File: config.mk
export PLATFORM = sky130hd
export DESIGN_NAME = nss_mod_unit
export DESIGN_NICKNAME = d
export VERILOG_FILES = /design/src/hw/rtl/nss_mod_unit.sv
export SDC_FILE = /design/constraint.sdc
export NUM_CORES = 1
export LEC_CHECK = 0
export ABC_AREA = 0
export BUFFER_PORTS_ARGS = -buffer_cell sky130_fd_sc_hd__buf_2
export CAP_MARGIN = 20
export CORE_UTILIZATION = 53
export CTS_BUF_LIST = sky130_fd_sc_hd__clkbuf_8 sky130_fd_sc_hd__clkbuf_16
export CTS_CLUSTER_DIAMETER = 30
export CTS_CLUSTER_SIZE = 12
export DETAILED_ROUTE_END_ITERATION = 6
export PLACE_DENSITY_LB_ADDON = 0.15
export SLEW_MARGIN = 40
export SYNTH_ARGS = -nofsm -noshare
export SYNTH_HDL_FRONTEND = slang
export SYNTH_SLANG_ARGS = --single-unit
File: constraint.sdc
create_clock -name clk -period 2.8 [get_ports clk]
set_clock_uncertainty 0.15 [all_clocks]
set_input_delay 0.56 -clock clk [delete_from_list [all_inputs] [get_ports clk]]
set_output_delay 0.56 -clock clk [all_outputs]
set_load 0.02 [all_outputs]
File: src/hw/rtl/nss_mod_unit.sv
`timescale 1ns / 1ps
// ----------------------------------------------------------------------------
// nss_mod_unit
// Bit-serial restoring remainder: one dividend bit per cycle.
// ----------------------------------------------------------------------------
module nss_mod_unit #(
  parameter int DW = 8,
  parameter int CW = 5
) (
  input  logic          clk,
  input  logic          rst,
  input  logic          start,
  input  logic [DW-1:0] dividend,
  input  logic [CW-1:0] divisor,
  output logic          done,
  output logic [CW-1:0] rem
);

  localparam int CNT_W = $clog2(DW + 1);

  logic             busy;
  logic [CNT_W-1:0] cnt;
  logic [DW-1:0]    dvd;
  logic [CW-1:0]    dsr;
  logic [CW:0]      trial;
  logic [CW:0]      trial_sub;
  logic [CW-1:0]    rem_next;

  // remainder stays below divisor, so the shifted trial fits CW+1 bits
  assign trial     = {rem, dvd[DW-1]};
  assign trial_sub = trial - {1'b0, dsr};
  assign rem_next  = (trial >= {1'b0, dsr}) ? trial_sub[CW-1:0] : trial[CW-1:0];

  always_ff @(posedge clk) begin
    if (rst) begin
      busy <= 1'b0;
      done <= 1'b0;
      cnt  <= '0;
    end else begin
      done <= busy && !start && (cnt == CNT_W'(1));
      if (start) begin
        busy <= 1'b1;
        cnt  <= CNT_W'(DW);
        dvd  <= dividend;
        dsr  <= divisor;
        rem  <= '0;
      end else if (busy) begin
        rem <= rem_next;
        dvd <= dvd << 1;
        cnt <= cnt - 1'b1;
        if (cnt == CNT_W'(1)) begin
          busy <= 1'b0;
        end
      end
    end
  end

endmodule

# Word level (Yosys, flattened, before mapping)
# Cells that the tools add are included.
# Widths: inputs -> output; s select.
dict set report word_totals {
  ff_bits 24
  inputBits 16
  word_cells 28
}
dict set report classes {
  add_sub_neg 2
  magnitude_cmp 1
  eq_ne 1
  muxes 9
  bitwise 1
  reduce_logical 7
}
# op n
set op_table {}
lappend op_table {{$mux 8} 2}
lappend op_table {{$mux 5} 2}
lappend op_table {{$mux 4} 2}
lappend op_table {{$ge 6x5->1} 1}
lappend op_table {{$sub 5x5->5} 1}
lappend op_table {{$eq 4x1->1 const B} 1}
lappend op_table {{$reduce_and 2->1} 2}
lappend op_table {{$sub 4x1->4 const B} 1}
lappend op_table {{$mux 1} 3}
lappend op_table {{$logic_and 1x1->1} 2}
lappend op_table {{$reduce_bool 2->1} 1}
lappend op_table {{$reduce_or 2->1} 1}
lappend op_table {{$logic_not 1->1} 1}
lappend op_table {{$not 1->1} 1}

# Logic depth before layout (Yosys ltp)
# Gate-level depths: netlist of the first run.
dict set report depth {
  ltp_word 4
  ltp_mapped 8
  depth_no_buf 8
}

# Least setup slack after synthesis of the first run
# OpenSTA, ideal clock, no wires.
dict set report synth_path {
  path_kind {input to register}
  start {in start}
  end {reg dvd[0] (enable)}
  arrival_time_ps 1557
  required_time_ps 2268
  path_slack_ps 711
  path_stages 4
  path_buffers 2
  cell_sequence {buf_2 buf_2 nor2_1 nor2_1}
}
dict set report synth_via {
  elab_chain_cells 2
}
# element line_no
set synth_lines {}
lappend synth_lines {{start: declaration} 12} ;# input logic start,
lappend synth_lines {{$reduce_bool 2->1 (no line)} --}
lappend synth_lines {{$reduce_and 2->1 (no line)} --}
lappend synth_lines {{end signal: assignment} 44} ;# dvd <= dividend;
lappend synth_lines {{end signal: assignment} 49} ;# dvd <= dvd << 1;
lappend synth_lines {{end: declaration} 23} ;# logic [DW-1:0] dvd;
# Every way passes these cells.
# A chain may end at the register's enable or synchronous reset.

# Worst setup path after layout of the first run
dict set report layout_path {
  start {reg dvd[7]}
  end {reg rem[3], data pin}
}
dict set report layout_via {
  elab_chain_cells 3
  word_cells_on_any_way 4
  classes_between {1 x add/sub; 1 x order compare; 2 x mux}
}
# element line_no
set layout_lines {}
lappend layout_lines {{$sub 5x5->5 or $ge 6x5->1 (tied branches)} {31, 32}}
lappend layout_lines {{$mux 5 (*)} 32} ;# assign rem_next = (trial >= {1'b0, dsr}) ? trial_sub[CW-1:0] : trial[CW-1:0];
lappend layout_lines {{$mux 5 (*)} 47} ;# end else if (busy) begin
lappend layout_lines {{end signal: assignment} 48} ;# rem <= rem_next;
lappend layout_lines {{end: declaration} 16} ;# output logic [CW-1:0] rem
# Every way passes the cells marked *; elsewhere a longest branch is shown, timed or not. The select of a mux whose other input is x is not followed.

==> results of run 1 <==
[where the power goes]
group          internal [uW]  switching (uW)
Combinational           71.7            87.8
Sequential               414            15.7
Clock                   97.9             101
Total                    584             205
[state kept, by name, summed over array words and instances, names as in the netlist]
| name | cells |
|---|---|
| done | 1 |
| cnt | 4 |
| dvd | 8 |
| busy | 1 |
| dsr | 5 |
| rem | 5 |
[cell usage after synthesis (2+ instances only)]
cell type and count:
sky130_fd_sc_hd__mux2_2 7, sky130_fd_sc_hd__dfxtp_1 6, sky130_fd_sc_hd__a21oi_1 3, sky130_fd_sc_hd__nor3_1 2, sky130_fd_sc_hd__a211oi_1 2, sky130_fd_sc_hd__nand2_1 6
sky130_fd_sc_hd__nor2_1 10, sky130_fd_sc_hd__o22ai_1 2, sky130_fd_sc_hd__buf_2 2, sky130_fd_sc_hd__xnor2_1 5, sky130_fd_sc_hd__ha_1 7, sky130_fd_sc_hd__inv_1 10
sky130_fd_sc_hd__edfxtp_1 18
[area by class of cell]
class | instances | area [um^2] | area share
flip-flops and latches | 24 | 661 | 0.484
multi-input cells | 57 | 467 | 0.342
repair buffers | 23 | 120 | 0.0881
clock buffers | 3 | 41.3 | 0.0303
inverters | 10 | 37.5 | 0.0275
well taps | 27 | 33.8 | 0.0248
clock inverters | 1 | 3.75 | 0.00275
[metrics by stage]
stage	cell area, um^2	std cells	hold slack (ns)	utilization
after floorplan	1180	94	0.329	-
after global placement	1320	141	0.348	0.652
after detailed placement	1320	141	0.368	0.652
after CTS	1360	145	0.312	0.675
after global routing	1360	145	0.310	0.675
final	1360	145	0.319	0.675
[metal layers]
metal,track usage,wire [um]
met1,0.235,895
met2,0.308,909
met3,0.0405,67
met4,0.123,51
met5,0,0
[cells by family after synthesis]
group                      after synthesis  synth area share
xor gates and xnor gates                 6            0.0446
and+or+nand+nor                         24             0.104
adders and majority gates                8            0.0913
DFF                                     24             0.561
muxes                                    8            0.0754
buffers and inverters                   13            0.0435
AOI/OAI and AO/OA                       11            0.0807
[critical path, stage by stage (launching register included)]
cell	delay, ns
sky130_fd_sc_hd__edfxtp_1	0.38
sky130_fd_sc_hd__inv_1	0.07
sky130_fd_sc_hd__ha_1	0.16
sky130_fd_sc_hd__inv_1	0.05
sky130_fd_sc_hd__fa_1	0.41
sky130_fd_sc_hd__a21oi_1	0.25
sky130_fd_sc_hd__o221ai_4	0.21
sky130_fd_sc_hd__nand2_1	0.14
sky130_fd_sc_hd__o22ai_1	0.09
[worst max path at each step]
stage / end / slack [ns] / cells past startpoint
after global placement: rem[1]$_SDFFCE_PP0P_ / 0.72 / 8
final: rem[3]$_SDFFCE_PP0P_ / 0.63 / 8
after detailed placement: rem[3]$_SDFFCE_PP0P_ / 0.64 / 8
after global routing: rem[0]$_SDFFCE_PP0P_ / 0.52 / 7
after floorplan: dvd[0]$_SDFFCE_PN0P_ / 0.71 / 4
after CTS: rem[3]$_SDFFCE_PP0P_ / 0.63 / 8
==> results.sh, run 1 <==
export IMPL_synth_avg_cell_area_um2=12.5
export IMPL_design_final_nets=143
export IMPL_max_slew_worst_pin_slew_ns=0.382
export IMPL_postSynthRegisterBits=24
export IMPL_most_common_cell_after_layout_fill_and_taps_aside="sky130_fd_sc_hd__buf_2"
export IMPL_clk_transition_reported_paths_ns=0.07
export IMPL_finalPower_uw=789
export IMPL_synth_top_flop_cell="sky130_fd_sc_hd__edfxtp_1"
export IMPL_rr_worst_depth=8
export IMPL_synthesis_instances=94
export IMPL_clockBufferDepth=2
export IMPL_cts_repair_resized=0
export IMPL_antenna_cells_inserted=0
export IMPL_cts_buffers=3
export IMPL_clock_fmax_ghz=0.460
export IMPL_peakVddDrop_v=0.000467
export IMPL_grt_remaining_overflow=0
export IMPL_slew_headroom=0.744
export IMPL_die_height_um=49.2
export IMPL_layout_area_overhead_vs_synth_pct=15.7
export IMPL_cts_htree_levels=1
export IMPL_place_ws_ns=0.637
export IMPL_first_pass_iters=2
export IMPL_post_synth_instance_area_mm2=0.00118
export IMPL_grt_antenna_before_repair=0
export IMPL_setup_tns_ns=0
export IMPL_worstPathMaxFanout=8
export IMPL_worst_r2r_endpoint="rem[3]$_SDFFCE_PP0P_"
export IMPL_synth_enable_flop_cells=18
export IMPL_yosys_area_top_type_share=0.459
export IMPL_period_share=0.776
export IMPL_globalRouteTotalUtil=0.193
export IMPL_worst_r2r_setup_slack_ns=0.63
export IMPL_initial_core_util=0.583
export IMPL_route_detailed_wl_per_inst_um=13.3
export IMPL_synthTopCellsByArea="sky130_fd_sc_hd__edfxtp_1 46%, sky130_fd_sc_hd__dfxtp_1 10%, sky130_fd_sc_hd__ha_1 7.4%"
export IMPL_layout_common_cells="21 x sky130_fd_sc_hd__buf_2, 18 x sky130_fd_sc_hd__edfxtp_1, 11 x sky130_fd_sc_hd__inv_1"
export IMPL_place_congestion=0.832
export IMPL_hold_start="divisor[4]"
export IMPL_postCtsSetupBuffers=0
export IMPL_min_delay_path_class="input pin to flop"
export IMPL_pd_cells_mw_per_mm2=578
export IMPL_syn_num_nets=118
export IMPL_final_setup_viol_count=0
export IMPL_detail_route_vias_per_cell=5.19
export IMPL_layout_setup_ws_ns=0.627
export IMPL_die_area_mm2=0.00242
export IMPL_floorplan_core_area_mm2=0.00202
export IMPL_ios=22
export IMPL_critical_path_sink_type="flop"
export IMPL_cell_taking_the_most_area_after_synthesis="sky130_fd_sc_hd__edfxtp_1"
export IMPL_grt_max_degree=18
export IMPL_insertion_delay_ns=0.26
export IMPL_drt_first_iter_violations=9
export IMPL_filler_cell_count=158
export IMPL_port_buffers=21
export IMPL_leakage_uw=0.000565
export IMPL_die_width_um=49.2
export IMPL_worstHoldEndpoint="dsr[4]$_DFFE_PP_"
export IMPL_fraction_of_layout_instances_using_a_drive_strength_above_1=0.314
export IMPL_worst_endpoint_required_ns=2.65
export IMPL_hold_depth=1
export IMPL_max_cap_violations=0
export IMPL_grt_setup_unrepaired="no"
export IMPL_clock_sinks=24
export IMPL_start_kind="flop"
export IMPL_grt_pass1_vias=792
export IMPL_seq_area_frac_synth=0.561
export IMPL_final_routed_wirelength_across_all_metal_layers_mm=1.92
export IMPL_synth_async_reset_ratio=0
export IMPL_r2r_start="dvd[7]$_DFFE_PP_"
export IMPL_final_min_clock_period_ns=2.17
export IMPL_drt_drc_violations_left=0
export IMPL_worst_setup_path_type="flop to flop"
export IMPL_timing_final_max_slew_violations=0
export IMPL_ctsHoldBuffers=0
export IMPL_std_cell_rows=16
export IMPL_place_hpwl_mm=1.51
export IMPL_crit_arrival_ns=2.02
export IMPL_outcome="finished, final reports clean"
export IMPL_number_of_distinct_library_cells_after_synthesis=27
export IMPL_cts_tree="done"
export IMPL_timing_hold_violations_final=0
export IMPL_route_antenna_remaining_nets=0
export IMPL_timing_critical_path_from="dvd[7]$_DFFE_PP_"
export IMPL_first_pass_grt_wire_length_mm=3.39
export IMPL_yosysWarningCount=0
export IMPL_via_count=753
export IMPL_cts_root_buf="sky130_fd_sc_hd__clkbuf_8"
(Power assumes the default switching activity.)
==> inputs of run 2 (changes only) <==
==> constraint.sdc (replaced) <==
create_clock -name clk -period 2.05 [get_ports clk]
set_clock_uncertainty 0.15 [all_clocks]
set_input_delay 0.41 -clock clk [delete_from_list [all_inputs] [get_ports clk]]
set_output_delay 0.41 -clock clk [all_outputs]
set_load 0.02 [all_outputs]
==> run 2 against run 1 <==
Against the previous run:
- global-route usage grew 0.59 points
- worst hold slack lost 0.15 ns
- power grew 39%
- combinational power grew 49%
- clock-buffer cell count is the same
- routed wire length grew 4.0%
- critical path depth is the same
- cell area grew 2.7%
- via count grew 0.13%
- register-to-register slack lost 0.56 ns
- die area is the same
- setup slack lost 0.56 ns
- largest power group unchanged
- highest routed layer unchanged
==> results.sh, run 2 (synthesis results as in run 1) <==
export IMPL_worst_setup_path_type="flop to flop"
export IMPL_postCtsSetupBuffers=0
export IMPL_cts_tree="done"
export IMPL_route_detailed_wl_per_inst_um=13.5
export IMPL_port_buffers=21
export IMPL_clock_sinks=24
export IMPL_crit_arrival_ns=1.85
export IMPL_largest_register_ffs=8
export IMPL_net_switching_power_uw=285
export IMPL_max_stage_delay_ns=0.38
export IMPL_grt_pass1_vias=791
export IMPL_via_count=754
export IMPL_std_cell_rows=16
export IMPL_timing_hold_violations_final=0
export IMPL_sequential_cell_area_um2=661
export IMPL_place_ws_ns=-0.0379
export IMPL_pd_cells_mw_per_mm2=782
export IMPL_cts_htree_levels=1
export IMPL_layout_area_overhead_vs_synth_pct=18.8
export IMPL_globalRouteTotalUtil=0.199
export IMPL_min_delay_path_class="input pin to flop"
export IMPL_clockBufferDepth=2
export IMPL_layout_setup_ws_ns=0.0629
export IMPL_drt_drc_violations_left=0
export IMPL_filler_cell_count=149
export IMPL_ios=22
export IMPL_die_area_mm2=0.00242
export IMPL_place_congestion=0.864
export IMPL_fin_cells=148
export IMPL_first_pass_iters=4
export IMPL_power_sequential_fraction=0.537
export IMPL_insertion_delay_ns=0.26
export IMPL_period_share=0.969
export IMPL_multi_input_combinational_cell_area_um2=480
export IMPL_power_report_internal_total_uw=810
export IMPL_grt_max_degree=14
export IMPL_final_routed_wirelength_across_all_metal_layers_mm=2.00
export IMPL_final_min_clock_period_ns=1.99
export IMPL_outcome="finished, final reports clean"
export IMPL_cts_root_buf="sky130_fd_sc_hd__clkbuf_8"
export IMPL_cell_by_cell_trace_of_the_critical_path="inv_1, ha_2, inv_2, fa_2, a21oi_2, o221ai_4, mux2i_1, nor2_1"
export IMPL_fraction_of_layout_instances_using_a_drive_strength_above_1=0.372
export IMPL_swShare=0.260
export IMPL_clk_transition_reported_paths_ns=0.08
export IMPL_most_common_cell_after_layout_fill_and_taps_aside="sky130_fd_sc_hd__buf_2"
export IMPL_route_antenna_remaining_nets=0
export IMPL_cts_buffers=3
export IMPL_share_comb_of_total_power=0.219
export IMPL_first_pass_grt_wire_length_mm=3.54
export IMPL_start_kind="flop"
export IMPL_grt_setup_unrepaired="yes"
export IMPL_initial_core_util=0.583
export IMPL_clock_fmax_ghz=0.503
export IMPL_slew_headroom=0.737
export IMPL_worst_endpoint_required_ns=1.91
export IMPL_leakage_uw=0.000573
export IMPL_drt_first_iter_violations=9
export IMPL_floorplan_core_area_mm2=0.00202
export IMPL_total_instance_count_after_detailed_placement=144
export IMPL_critical_path_sink_type="flop"
export IMPL_place_hpwl_mm=1.47
export IMPL_timing_final_max_slew_violations=0
export IMPL_detail_route_vias_per_cell=5.09
export IMPL_power_share_clock=0.244
export IMPL_antenna_cells_inserted=0
export IMPL_max_slew_worst_pin_slew_ns=0.393
export IMPL_regMostFlops="dvd"
export IMPL_final_setup_viol_count=0
export IMPL_grt_antenna_before_repair=0
export IMPL_grt_remaining_overflow=0
export IMPL_design_final_nets=146
export IMPL_max_cap_violations=0
export IMPL_critPathSlowestCell="sky130_fd_sc_hd__edfxtp_1"
export IMPL_worstPathMaxFanout=7
export IMPL_die_height_um=49.2
export IMPL_die_width_um=49.2
export IMPL_largestRegisters="dvd (8), dsr (5), rem (5)"
export IMPL_layout_common_cells="21 x sky130_fd_sc_hd__buf_2, 18 x sky130_fd_sc_hd__edfxtp_1, 10 x sky130_fd_sc_hd__nor2_1"
export IMPL_peakVddDrop_v=0.000647
run 2: changes by cell type in the layout (fill, tap and decap cells not counted), sizes merged:
| cell | delta |
|---|---|
| inv | -1 |
| buf | +3 |
| clkinv | +1 |
run 2: what timing repair did:
item,CTS,global route
hold endpoints to repair,0,0
endpoints found under the setup margin,5,5
hold buffers,0,0
gates resized for setup,1,4
pin swaps,0,2
run 2: stage by stage:
step                hold slack, ns  power [uW]  instance area [um^2]  TNS [ns]  utilization
floorplan                    0.329         757                  1180         0            -
global placement             0.348         818                  1340         0        0.663
detailed placement           0.356         826                  1340   -0.0381        0.663
CTS                          0.169        1100                  1390         0        0.688
global route                 0.160        1150                  1400    -0.110        0.692
finish                       0.173        1090                  1400         0        0.692
run 2: layout make-up:
type,instances,area share
Timing Repair Buffer,26,0.102
Sequential cell,24,0.472
Tap cell,27,0.0241
Inverter,10,0.0268
Multi-Input combinational cell,57,0.343
Clock buffer,3,0.0295
Clock inverter,1,0.00268
run 2: worst paths after layout:
| kind | cells after the start | to | slack, ns | start |
|---|---|---|---|---|
| max | 8 | rem[1]$_SDFFCE_PP0P_ | 0.06 | dvd[7]$_DFFE_PP_ |
| min | 1 | dsr[4]$_DFFE_PP_ | 0.17 | divisor[4] |
| max reg2reg | 8 | rem[1]$_SDFFCE_PP0P_ | 0.06 | dvd[7]$_DFFE_PP_ |
| min reg2reg | 2 | cnt[1]$_SDFFE_PP0P_ | 0.37 | cnt[1]$_SDFFE_PP0P_ |
run 2: power by group through the flow:
stage / clock network, uW / registers (uW) / logic (uW)
detailed placement: 0 / 599 / 228
global placement: 0 / 597 / 220
floorplan: 0 / 607 / 150
global route: 292 / 593 / 266
finish: 267 / 588 / 239
CTS: 274 / 588 / 236
run 2: routing by layer:
metal | GRT usage | part of all wire | vias up | wire, um
met1 | 0.241 | 0.44 | 349 | 890
met5 | 0 | 0 | - | 0
met3 | 0.0312 | 0.024 | 4 | 49
met4 | 0.0735 | 0.014 | 0 | 28
met2 | 0.352 | 0.52 | 15 | 1030
li1 | - | - | 386 | -
run 2: critical path, delay by kind of cell (launching register included):
| family | cells | cell delay [ns] |
|---|---|---|
| buf+inv | 2 | 0.11 |
| fa+ha+maj | 2 | 0.51 |
| mux | 1 | 0.19 |
| compound gates | 2 | 0.34 |
| flops | 1 | 0.38 |
| simple gates | 1 | 0.05 |
